**config.mk**
```make
export PLATFORM = sky130hd
export DESIGN_NAME = sliding_window_mode_sum_top
export DESIGN_NICKNAME = d
export VERILOG_FILES = /design/src/rtl/core/swms_pkg.sv /design/src/rtl/core/swms_ram.sv /design/src/rtl/core/sliding_window_mode_sum_top.sv
export SDC_FILE = /design/constraint.sdc
export NUM_CORES = 2
export LEC_CHECK = 0
export ABC_AREA = 1
export BUFFER_PORTS_ARGS = -buffer_cell sky130_fd_sc_hd__buf_2
export CAP_MARGIN = 15
export CELL_PAD_IN_SITES_DETAIL_PLACEMENT = 2
export CELL_PAD_IN_SITES_GLOBAL_PLACEMENT = 2
export CORE_AREA = 2 2 402 803
export CTS_BUF_LIST = sky130_fd_sc_hd__clkbuf_8
export CTS_CLUSTER_SIZE = 28
export DETAILED_ROUTE_END_ITERATION = 8
export DIE_AREA = 0 0 404 805
export GPL_TIMING_DRIVEN = 0
export PLACE_DENSITY = 0.84
export SYNTH_ARGS = -nofsm -noshare
export SYNTH_HDL_FRONTEND = slang
export SYNTH_HIERARCHICAL = 1
export SYNTH_SLANG_ARGS = --single-unit
```
**constraint.sdc**
```tcl
create_clock -name clk -period 11.3 [get_ports clk]
set_clock_uncertainty 0.1 [all_clocks]
set_input_delay 3.39 -clock clk [delete_from_list [all_inputs] [get_ports clk]]
set_output_delay 3.39 -clock clk [all_outputs]
set_load 0.02 [all_outputs]
```
**src/rtl/core/swms_pkg.sv**
```systemverilog
// swms_pkg: shared widths, limits and register indexes for the sliding window mode block
// no dependencies; imported by sliding_window_mode_sum_top
`default_nettype none

package swms_pkg;

    // fixed field widths of the item and result ports
    localparam int SAMPLE_W = 8;
    localparam int WS_W     = 7;
    localparam int COUNT_W  = 7;
    localparam int MODE_W   = 8;
    localparam int SUM_W    = 48;

    // configuration port
    localparam int APB_AW = 3;
    localparam int APB_DW = 32;

    // register indexes
    localparam logic REG_WINDOW_SIZE = 1'b0;

    // count saturation limit
    localparam logic [COUNT_W-1:0] COUNT_MAX = {COUNT_W{1'b1}};

    // window size after reset
    localparam logic [WS_W-1:0] WS_RESET = WS_W'(1);

endpackage : swms_pkg

`default_nettype wire

```
**src/rtl/core/swms_ram.sv**
```systemverilog
// swms_ram: generic simple dual-port ram, one write port and one registered read port
// no dependencies; used for the sample ring and the count table
`default_nettype none

module swms_ram #(
    parameter int WIDTH = 8,
    parameter int DEPTH = 64
) (
    input  wire logic                                   clk,
    input  wire logic                                   we,
    input  wire logic [(DEPTH > 1 ? $clog2(DEPTH) : 1)-1:0] waddr,
    input  wire logic [WIDTH-1:0]                       wdata,
    input  wire logic [(DEPTH > 1 ? $clog2(DEPTH) : 1)-1:0] raddr,
    output logic      [WIDTH-1:0]                       rdata
);

    logic [WIDTH-1:0] mem [DEPTH];

    // write port and registered read port
    always_ff @(posedge clk)
    begin
        if (we)
        begin
            mem[waddr] <= wdata;
        end
        rdata <= mem[raddr];
    end

endmodule : swms_ram

`default_nettype wire

```
**src/rtl/core/sliding_window_mode_sum_top.sv**
```systemverilog
// sliding_window_mode_sum_top: sliding window mode with a saturating running sum of modes
// depends on swms_pkg and swms_ram (sample ring and count table)
`default_nettype none

// Takes one unsigned sample per item and keeps the last window_size samples in a
// ring memory next to a count table with one entry per sample value. Every item
// gives one result: once the window is full, the mode (smallest value on ties),
// its count and the saturating sum of all modes so far; before that, zeros and
// the current sum. start_req, or any write to window_size, begins a new sequence.
// An item that finds the window already full goes through S_RING, S_OLDA and
// S_OLDB to drop the oldest sample and S_NEWA and S_NEWB to add the new one
// through the single read port of the count table, then S_SCAN scans the table
// one entry per cycle, S_OUT loads the result and the sequencer returns to
// S_IDLE. The item that first fills the window skips the removal; an item that
// leaves the window short of full skips the scan as well. The count table is
// cleared at once through a valid bit per entry, so there is no clearing pass
// after reset. The next item is accepted while a finished result still waits in
// the output register; the result after it then waits in the sequencer, and
// holds off the input, until the first one is taken.

module sliding_window_mode_sum_top
    import swms_pkg::*;
#(
    parameter int WINDOW_MAX = 64,
    parameter int VALUE_BITS = 8
) (
    input  wire logic                clk,
    input  wire logic                rst_n,
    // item channel
    input  wire logic                in_valid,
    output logic                     in_ready,
    input  wire logic [SAMPLE_W-1:0] sample,
    input  wire logic                start_req,
    // result channel
    output logic                     out_valid,
    input  wire logic                out_ready,
    output logic                     window_full,
    output logic [MODE_W-1:0]        mode_value,
    output logic [COUNT_W-1:0]       mode_count,
    output logic [SUM_W-1:0]         running_sum,
    // configuration port
    input  wire logic                psel,
    input  wire logic                penable,
    input  wire logic                pwrite,
    input  wire logic [APB_AW-1:0]   paddr,
    input  wire logic [APB_DW-1:0]   pwdata,
    output logic [APB_DW-1:0]        prdata,
    output logic                     pready
);

    localparam int NV   = 2 ** VALUE_BITS;
    localparam int VB   = VALUE_BITS;
    localparam int RA   = (WINDOW_MAX > 1) ? $clog2(WINDOW_MAX) : 1;
    localparam int FW   = $clog2(WINDOW_MAX + 1);
    localparam int AW   = (FW > WS_W) ? FW : WS_W;
    localparam int SC_W = VB + 1;

    typedef enum logic [3:0] {
        S_IDLE,
        S_RING,
        S_OLDA,
        S_OLDB,
        S_NEWA,
        S_NEWB,
        S_SCAN,
        S_OUT
    } state_t;

    state_t             state_reg;
    logic [WS_W-1:0]    window_size_reg;
    logic [RA-1:0]      write_position_reg;
    logic [FW-1:0]      fill_level_reg;
    logic [SUM_W-1:0]   mode_total_reg;
    logic [NV-1:0]      cnt_valid_reg;
    logic [VB-1:0]      sample_reg;
    logic [RA-1:0]      pos_reg;
    logic [VB-1:0]      cnt_rd_idx_reg;
    logic [SC_W-1:0]    scan_cnt_reg;
    logic               scan_pend_reg;
    logic [VB-1:0]      best_val_reg;
    logic [COUNT_W-1:0] best_cnt_reg;
    logic               full_reg;

    logic               out_valid_reg;
    logic               window_full_reg;
    logic [MODE_W-1:0]  mode_value_reg;
    logic [COUNT_W-1:0] mode_count_reg;
    logic [SUM_W-1:0]   running_sum_reg;

    logic [AW-1:0]      ws_ext;
    logic [AW-1:0]      active_ext;
    logic [FW-1:0]      win;
    logic               cfg_wr;
    logic               in_acc;
    logic [VB-1:0]      s_in;
    logic [RA-1:0]      pos_start;
    logic [RA-1:0]      pos_eff;
    logic [FW-1:0]      fill_eff;
    logic [FW-1:0]      pos_inc;
    logic [RA-1:0]      pos_next;
    logic [FW-1:0]      fill_next;

    logic               ring_we;
    logic [VB-1:0]      ring_rdata;
    logic               cnt_we;
    logic [VB-1:0]      cnt_raddr;
    logic [COUNT_W-1:0] cnt_wdata;
    logic [COUNT_W-1:0] cnt_rdata;
    logic [COUNT_W-1:0] cnt_cur;

    logic [SUM_W:0]     sum_ext;
    logic [SUM_W-1:0]   sum_sat;
    logic               out_free;

    // sample ring
    swms_ram #(
        .WIDTH (VB),
        .DEPTH (WINDOW_MAX)
    ) u_ring (
        .clk   (clk),
        .we    (ring_we),
        .waddr (pos_reg),
        .wdata (sample_reg),
        .raddr (pos_reg),
        .rdata (ring_rdata)
    );

    // count table, one entry per sample value
    swms_ram #(
        .WIDTH (COUNT_W),
        .DEPTH (NV)
    ) u_counts (
        .clk   (clk),
        .we    (cnt_we),
        .waddr (cnt_rd_idx_reg),
        .wdata (cnt_wdata),
        .raddr (cnt_raddr),
        .rdata (cnt_rdata)
    );

    // active window size, clamped to 1..WINDOW_MAX
    always_comb
    begin
        ws_ext = AW'(window_size_reg);
        if (ws_ext == '0)
        begin
            active_ext = AW'(1);
        end
        else if (ws_ext > AW'(WINDOW_MAX))
        begin
            active_ext = AW'(WINDOW_MAX);
        end
        else
        begin
            active_ext = ws_ext;
        end
        win = FW'(active_ext);
    end

    // handshakes
    assign cfg_wr   = psel & penable & pwrite & (paddr[2] == REG_WINDOW_SIZE);
    assign in_ready = (state_reg == S_IDLE);
    assign in_acc   = in_valid & in_ready;
    assign out_free = ~out_valid_reg | out_ready;
    assign pready   = 1'b1;

    // register read back
    assign prdata = (paddr[2] == REG_WINDOW_SIZE) ? APB_DW'(window_size_reg) : '0;

    // ring position and fill for the item being accepted
    always_comb
    begin
        s_in      = VB'(sample);
        pos_start = start_req ? '0 : write_position_reg;
        pos_eff   = (FW'(pos_start) >= win) ? '0 : pos_start;
        fill_eff  = start_req ? '0 : fill_level_reg;
    end

    // ring position and fill after the sample enters
    always_comb
    begin
        pos_inc   = FW'(pos_reg) + FW'(1);
        pos_next  = (pos_inc >= win) ? '0 : RA'(pos_inc);
        fill_next = (fill_level_reg < win) ? (fill_level_reg + FW'(1)) : fill_level_reg;
    end

    // count table access; entries not yet valid read as zero
    always_comb
    begin
        cnt_cur   = cnt_valid_reg[cnt_rd_idx_reg] ? cnt_rdata : '0;
        ring_we   = (state_reg == S_NEWA);
        cnt_we    = 1'b0;
        cnt_wdata = cnt_cur;
        cnt_raddr = sample_reg;
        case (state_reg)
            S_OLDA:
            begin
                cnt_raddr = ring_rdata;
            end
            S_OLDB:
            begin
                cnt_we    = (cnt_cur != '0);
                cnt_wdata = cnt_cur - COUNT_W'(1);
            end
            S_NEWB:
            begin
                cnt_we    = 1'b1;
                cnt_wdata = (cnt_cur != COUNT_MAX) ? (cnt_cur + COUNT_W'(1)) : cnt_cur;
            end
            S_SCAN:
            begin
                cnt_raddr = scan_cnt_reg[VB-1:0];
            end
            default:
            begin
                cnt_raddr = sample_reg;
            end
        endcase
    end

    // saturating sum of modes
    always_comb
    begin
        sum_ext = {1'b0, mode_total_reg} + (SUM_W + 1)'(best_val_reg);
        sum_sat = sum_ext[SUM_W] ? {SUM_W{1'b1}} : sum_ext[SUM_W-1:0];
    end

    // sequencer, state registers and result register
    always_ff @(posedge clk or negedge rst_n)
    begin
        if (!rst_n)
        begin
            state_reg          <= S_IDLE;
            window_size_reg    <= WS_RESET;
            write_position_reg <= '0;
            fill_level_reg     <= '0;
            mode_total_reg     <= '0;
            cnt_valid_reg      <= '0;
            sample_reg         <= '0;
            pos_reg            <= '0;
            cnt_rd_idx_reg     <= '0;
            scan_cnt_reg       <= '0;
            scan_pend_reg      <= 1'b0;
            best_val_reg       <= '0;
            best_cnt_reg       <= '0;
            full_reg           <= 1'b0;
            out_valid_reg      <= 1'b0;
            window_full_reg    <= 1'b0;
            mode_value_reg     <= '0;
            mode_count_reg     <= '0;
            running_sum_reg    <= '0;
        end
        else
        begin
            cnt_rd_idx_reg <= cnt_raddr;

            // result taken with no new one loading behind it
            if (out_valid_reg && out_ready && (state_reg != S_OUT))
            begin
                out_valid_reg <= 1'b0;
            end

            // count table write sets the entry valid
            if (cnt_we)
            begin
                cnt_valid_reg[cnt_rd_idx_reg] <= 1'b1;
            end

            // register write clears the sequence
            if (cfg_wr)
            begin
                window_size_reg    <= pwdata[WS_W-1:0];
                write_position_reg <= '0;
                fill_level_reg     <= '0;
                mode_total_reg     <= '0;
                cnt_valid_reg      <= '0;
            end

            unique case (state_reg)
                S_IDLE:
                begin
                    if (in_acc)
                    begin
                        sample_reg <= s_in;
                        pos_reg    <= pos_eff;
                        if (start_req)
                        begin
                            fill_level_reg <= '0;
                            mode_total_reg <= '0;
                            cnt_valid_reg  <= '0;
                        end
                        state_reg <= (fill_eff >= win) ? S_RING : S_NEWA;
                    end
                end
                S_RING:
                begin
                    state_reg <= S_OLDA;
                end
                S_OLDA:
                begin
                    state_reg <= S_OLDB;
                end
                S_OLDB:
                begin
                    state_reg <= S_NEWA;
                end
                S_NEWA:
                begin
                    state_reg <= S_NEWB;
                end
                S_NEWB:
                begin
                    write_position_reg <= pos_next;
                    fill_level_reg     <= fill_next;
                    full_reg           <= (fill_next >= win);
                    scan_cnt_reg       <= '0;
                    scan_pend_reg      <= 1'b0;
                    best_val_reg       <= '0;
                    best_cnt_reg       <= '0;
                    state_reg          <= (fill_next >= win) ? S_SCAN : S_OUT;
                end
                S_SCAN:
                begin
                    // strict compare keeps the smallest value on ties
                    if (scan_pend_reg && (cnt_cur > best_cnt_reg))
                    begin
                        best_cnt_reg <= cnt_cur;
                        best_val_reg <= cnt_rd_idx_reg;
                    end
                    scan_pend_reg <= (scan_cnt_reg < SC_W'(NV));
                    if (scan_cnt_reg == SC_W'(NV))
                    begin
                        state_reg <= S_OUT;
                    end
                    else
                    begin
                        scan_cnt_reg <= scan_cnt_reg + SC_W'(1);
                    end
                end
                S_OUT:
                begin
                    if (out_free)
                    begin
                        out_valid_reg   <= 1'b1;
                        window_full_reg <= full_reg;
                        if (full_reg)
                        begin
                            mode_value_reg  <= MODE_W'(best_val_reg);
                            mode_count_reg  <= best_cnt_reg;
                            mode_total_reg  <= sum_sat;
                            running_sum_reg <= sum_sat;
                        end
                        else
                        begin
                            mode_value_reg  <= '0;
                            mode_count_reg  <= '0;
                            running_sum_reg <= mode_total_reg;
                        end
                        state_reg <= S_IDLE;
                    end
                end
                default:
                begin
                    state_reg <= S_IDLE;
                end
            endcase
        end
    end

    // result ports
    assign out_valid   = out_valid_reg;
    assign window_full = window_full_reg;
    assign mode_value  = mode_value_reg;
    assign mode_count  = mode_count_reg;
    assign running_sum = running_sum_reg;

endmodule : sliding_window_mode_sum_top

`default_nettype wire
```
### Word level (Yosys, flattened, before mapping)

Memories as Yosys holds them, arrays and structs flattened. A register that Yosys moved wholly into a read port is not among the register bits.
Cells that the tools add are included.

* flip-flop bits (word level): 441
* memory bits (writable): 2304
* bits of input ports: 51
* logic and storage cells: 132
* memories kept: 2

* add/sub/neg operators: 6
* $lt $le $gt $ge: 10
* equality and inequality tests: 15
* mux-type cells: 58
* bitwise operators: 8
* reduce and logical (&&, ||, !) cells: 14

Memory list
* u_counts.mem: words 256, bits a word 7, read ports 1, clocked after Yosys merged registers in 1, wr ports 1, line swms_ram.sv:17 `logic [WIDTH-1:0] mem [DEPTH];`
* u_ring.mem: words 64, bits a word 8, read ports 1, clocked after Yosys merged registers in 1, wr ports 1, line swms_ram.sv:17

Operators by type and width (number)
* $mux 256: 5
* $mux 48: 7
* $or 256x256->256: 1
* $pmux 48 s2: 1
* $mux 7: 12
* $add 48x8->49: 1
* $pmux 7 s2: 3
* $pmux 4 s8: 1
* $pmux 8 s2: 2
* $mux 6: 5
* $ge 7x7->1: 3
* $pmux 9 s2: 1
* $eq 4x3->1 const B: 4
* $mux 8: 2
* $add 7x1->7 const B: 2
* $mux 4: 3
* $mux 1: 10
* $add 9x1->9 const B: 1
* $eq 9x9->1 const B: 1
* $lt 8x9->1 const B: 1
* $lt 9x9->1 const B: 1
* $mux 9: 1
* $bmux 1 s8: 1
* $demux 1 s8: 1
* other kinds (25): 41

### Depth between registers and ports, before layout

* depth after elaboration: 10
* mapped depth: 29
* depth with buffers taken out: 25

### Cells and area by module

The synthesis kept the hierarchy.

By module, submodules not included
* swms_ram (u_counts): instances 1, cells each 6218, area an instance 73269.0 um^2, sequential area each 53951.7 um^2
* sliding_window_mode_sum_top: instances 1, cells each 3716, area an instance 26205.1 um^2, sequential area each 11011.8 um^2
* swms_ram (u_ring): instances 1, cells each 1805, area an instance 21339.2 um^2, sequential area each 15534.9 um^2

### Least setup slack after synthesis

No wires, ideal clock.

* kind: input to output
* from: input paddr[2]
* to: output prdata[0]
* data arrival time: 3.858 ns
* data required time: 7.810 ns
* path slack: 3.952 ns
* cell stages on the path: 2
* buffers on the path: 1
* cells stage by stage: clkbuf_1 nor2_1

* word-level cells in the longest chain between the ends: 1

Ends and longest elaborated chain
* start: declaration: line sliding_window_mode_sum_top.sv:45 `input wire logic [APB_AW-1:0] paddr,`
* $mux 7: line sliding_window_mode_sum_top.sv:168 `assign prdata = (paddr[2] == REG_WINDOW_SIZE) ? APB_DW'(window_size_reg) : '0;`
* end: declaration: line sliding_window_mode_sum_top.sv:47 `output logic [APB_DW-1:0] prdata,`

Every way passes these cells.

### Worst setup path after layout

* from: register cnt_rd_idx_reg[2]
* to: memory u_counts/mem[219][3] (netlist name), enable pin

* word-level cells in the longest chain between the ends: 7

Ends and longest elaborated chain
* start: declaration: line sliding_window_mode_sum_top.sv:77 `logic [VB-1:0] cnt_rd_idx_reg;`
* start signal: assignment: line sliding_window_mode_sum_top.sv:255 `cnt_rd_idx_reg <= cnt_raddr;`
* $bmux 1 s8: line sliding_window_mode_sum_top.sv:190 `cnt_cur = cnt_valid_reg[cnt_rd_idx_reg] ? cnt_rdata : '0;`
* $mux 1 (implied by the code): line sliding_window_mode_sum_top.sv:190
* $mux 7: line sliding_window_mode_sum_top.sv:190
* $reduce_bool 7->1: line sliding_window_mode_sum_top.sv:202 `cnt_we = (cnt_cur != '0);`
* $pmux 1 s2: line sliding_window_mode_sum_top.sv:195 `case (state_reg)`
* named net cnt_we: line sliding_window_mode_sum_top.sv:105 `logic cnt_we;`
* $mux 1: line swms_ram.sv:22 `if (we)`
* $mux 1 (implied by the code): line swms_ram.sv:24 `mem[waddr] <= wdata;`
* end: declaration: line swms_ram.sv:17

The timed path passes the listed nets, and every way through them passes these cells. The select of a mux whose other input is x is not followed.

==> summary.txt <==
Final layout
  • Area growth syn-to-layout: 13.1%
  • Fraction of layout cells with a size suffix above 1: about 10%
  • FILL cells: 33.4k
  • Nets: 12.5k
  • Final Instance Area: 137,000 um2
  • Largest register FFs: 1,792

Clock tree
  • H-tree depth: 5
  • Total CTS buffers: 414
  • CTS Sinks: 2,759
  • TritonCTS clock tree: built
  • Reg clk slew, reported paths: 70 ps
  • Post-cts resize count: 0
  • Post-CTS Setup Inserts: 0
  • Clock root buffer: clkbuf_8
  • Hold_buf cts: 0
  • Worst skew pair latency: between 1000 and 1500 ps
  • Clock Path Buffers: 4

Logic synthesis
  • Synth Flop Type: edfxtp_1
  • Warning count from the yosys run: 6
  • Register area share after synthesis: between 60% and 70%
  • Yosys cell types: 50
  • Share of async-settable or async-resettable flops after synthesis: 15.9%
  • Cell Area, Synth: 121,000 um2
  • Syn Inst Count: around 12k
  • Mean Syn Cell Area: ~10 um2
  • Number of synthesized flops with an enable pin: about 2.3k
  • Top cell type's share of synthesized area: 57.3%
  • #FFs+latches synth: 2,759
  • Synth top area cells: edfxtp_1 57%, nand2_1 11%, nand3_1 10%, dfrtp_1 9.1%, nor2_1 2.4%
  • Post-synth top area cell: edfxtp_1

Critical path
  • Max FO, Critical Path: 10
  • Crit-path most repeated cell: nand2_1
  • Slowest-stage cell, CP: nor2_1
  • CP max stage delay: 1120 ps
  • Startpoint types: register
  • Data arrival, critical path: 9120 ps
  • Largest delay contributor family on the critical path: simple AND/OR/NAND/NOR gates
  • WS Path Type: reg -> reg
  • CP Capture Type: register
  • Buffer and inverter count on the worst path: 5
  • Critical-path cell list: inv_1, nor2_1, clkbuf_1, nand2_1, nand2_1, o21ai_1, nand2_1, nor2_1, nor2_1, nor2_1, nand2_1, buf_2, nand2_1, ha_1, nand2_1, nor2_2, a21boi_0, clkbuf_1, nand2_1, clkbuf_2, nor2_1
  • Worst EP required: 11,920 ps

Global route
  • Vias in the first global route: ~110k
  • First-pass GRT wire length: 809,000 um
  • Total Routing Usage GR: 34.2%
  • Largest net degree at the start of global routing: between 100 and 150
  • Initial antenna violation count: 56
  • Remaining Overflow, GRT: 0

Floorplanning
  • Die height: roughly 810 um
  • Initial Utilization: 37.8%
  • Core Area: approximately 320,000 um2
  • I/O pin count: 150
  • Die area: 325,000 um2
  • Die W: around 400 um
  • # rows: approximately 290

Outcome
  • Status: completed

Pwr
  • Power density over the cells: 323 nW/um2
  • Largest vdd supply drop: approximately 0.17 mV
  • Total power: 44.2 mW
  • P_leak: 51.5 nW

Drt
  • Average wire per standard cell: 33.7 um
  • Initial DRC count: 12.7k
  • DRC: 0
  • First-pass DRT Iterations: 8
  • Via-per-instance ratio: 6.14
  • Antenna violation net count after detailed routing: 0
  • DRT Wirelength: about 570,000 um
  • Via count: 104k

STA
  • Worst slew pin tran: about 1400 ps
  • Final setup fails: 0
  • Fin crit share: 75.2%
  • Fin. Hold Viols: 0
  • Highest clock rate: 118 MHz
  • Slew Viols, Final: 0
  • Fin crit period: approximately 8500 ps
  • Setup TNS: 0 ps
  • Slew HR: 9.42%
  • RSZ-0062 raised after global routing: no
  • Post-route setup slack: 2800 ps
  • Hold Slack: ~390 ps

Place
  • Routability cong.: 0.958
  • DP Area: 128,000 um2
  • DP HPWL: 373,000 um
  • Buffers on Ports: 95
  • Dpl ws: 3190 ps

Run
  • Max-cap check violation count: 0

Min path
  • Worst Hold Class: reg -> reg
## layout make-up
cell class | instances | area, um2 | share of cell area, %
clock buffers | 436 | 6000 | 4.39
clock inverters | 322 | 2470 | 1.81
flip-flops and latches | 2759 | 80500 | 58.9
inverters | 521 | 1960 | 1.44
well taps | 4144 | 5180 | 3.80
plain buffers | 799 | 4320 | 3.16
repair buffers | 167 | 1800 | 1.32
multi-input cells | 7684 | 34300 | 25.1
diodes | 42 | 105 | 0.0769
## kinds of logic after synthesis
logic type / after synthesis / synth area share, %
fa+ha+maj: 60 / 0.628
buf+inv: 1320 / 5.19
xor+xnor: 36 / 0.261
flops: 2759 / 66.6
other cells: 2 / 0.00622
compound gates: 712 / 3.18
simple gates: 6850 / 24.1
## synthesized netlist by cell type (all sizes together) (23+ instances only)
cell       n
nand2   3461
nand3   2490
edfxtp  2304
nor2     760
buf      541
inv      517
dfrtp    439
a21oi    322
o21ai    280
clkbuf   258
ha        59
nand4     53
nor3      51
o211ai    36
xor2      35
nor4      27
o22ai     23
## metal layers
layer	track usage (%)	routed length [um]	vias to the layer above	share of wire (%)
met3	7.49	53600	2068	9.4
met4	23.1	43300	40	7.6
li1	-	-	41587	-
met2	54.8	266000	6614	47
met5	0	274	-	0.048
met1	41.4	206000	53228	36
## power breakdown
part / internal, mW / total [mW] / switching (mW)
Sequential: 12.6 / 13.2 / 0.567
Combinational: 4.61 / 22.0 / 17.4
Clock: 4.51 / 9.00 / 4.48
Total: 21.8 / 44.2 / 22.4
## worst paths after layout
check,startpoint,end,slack [ps],cells past startpoint
setup / recovery,cnt_rd_idx_reg[2]$_DFF_PN0_,u_counts/mem[219][3]$_DFFE_PP_,2800,21
max in group asynchronous,rst_n,cnt_valid_reg[182]$_DFF_PN0_,7380,3
setup reg to reg,cnt_rd_idx_reg[2]$_DFF_PN0_,u_counts/mem[219][3]$_DFFE_PP_,2800,21
hold reg to reg,running_sum[32]$_DFFE_PN0P_,running_sum[32]$_DFFE_PN0P_,390,2
hold / removal,running_sum[32]$_DFFE_PN0P_,running_sum[32]$_DFFE_PN0P_,390,2
min in group asynchronous,rst_n,running_sum[41]$_DFFE_PN0P_,2160,1
## worst reg2reg max path, stage by stage, from the launching register on
cell	delay [ps]
dfrtp_1	760
inv_1	180
nor2_1	270
clkbuf_1	750
nand2_1	160
nand2_1	180
o21ai_1	100
nand2_1	90
nor2_1	90
nor2_1	160
nor2_1	70
nand2_1	270
buf_2	310
nand2_1	240
ha_1	290
nand2_1	120
nor2_2	80
a21boi_0	720
clkbuf_1	510
nand2_1	760
clkbuf_2	770
nor2_1	1130
## cell usage in the layout (no fill, tap or decap), drive strengths merged, types with 35 or more instances in the layout
cell and count:
bufinv 40, edfxtp 2304, nor3 51, xor2 35, dfrtp 439, nand2 3461
nand3 2490, clkbuf 696, buf 706, a21oi 322, nand4 53, o211ai 36
clkinv 180, diode 42, ha 59, inv 613, nor2 760, o21ai 280
## stage by stage
stage	std cells	utilization, %
finish	16874	42.8
global route	16847	42.8
CTS	16818	42.7
detailed placement	16060	40.1
global placement	16002	39.6
floorplan	11763	-
Note: power is estimated with default switching activity, not from simulation.
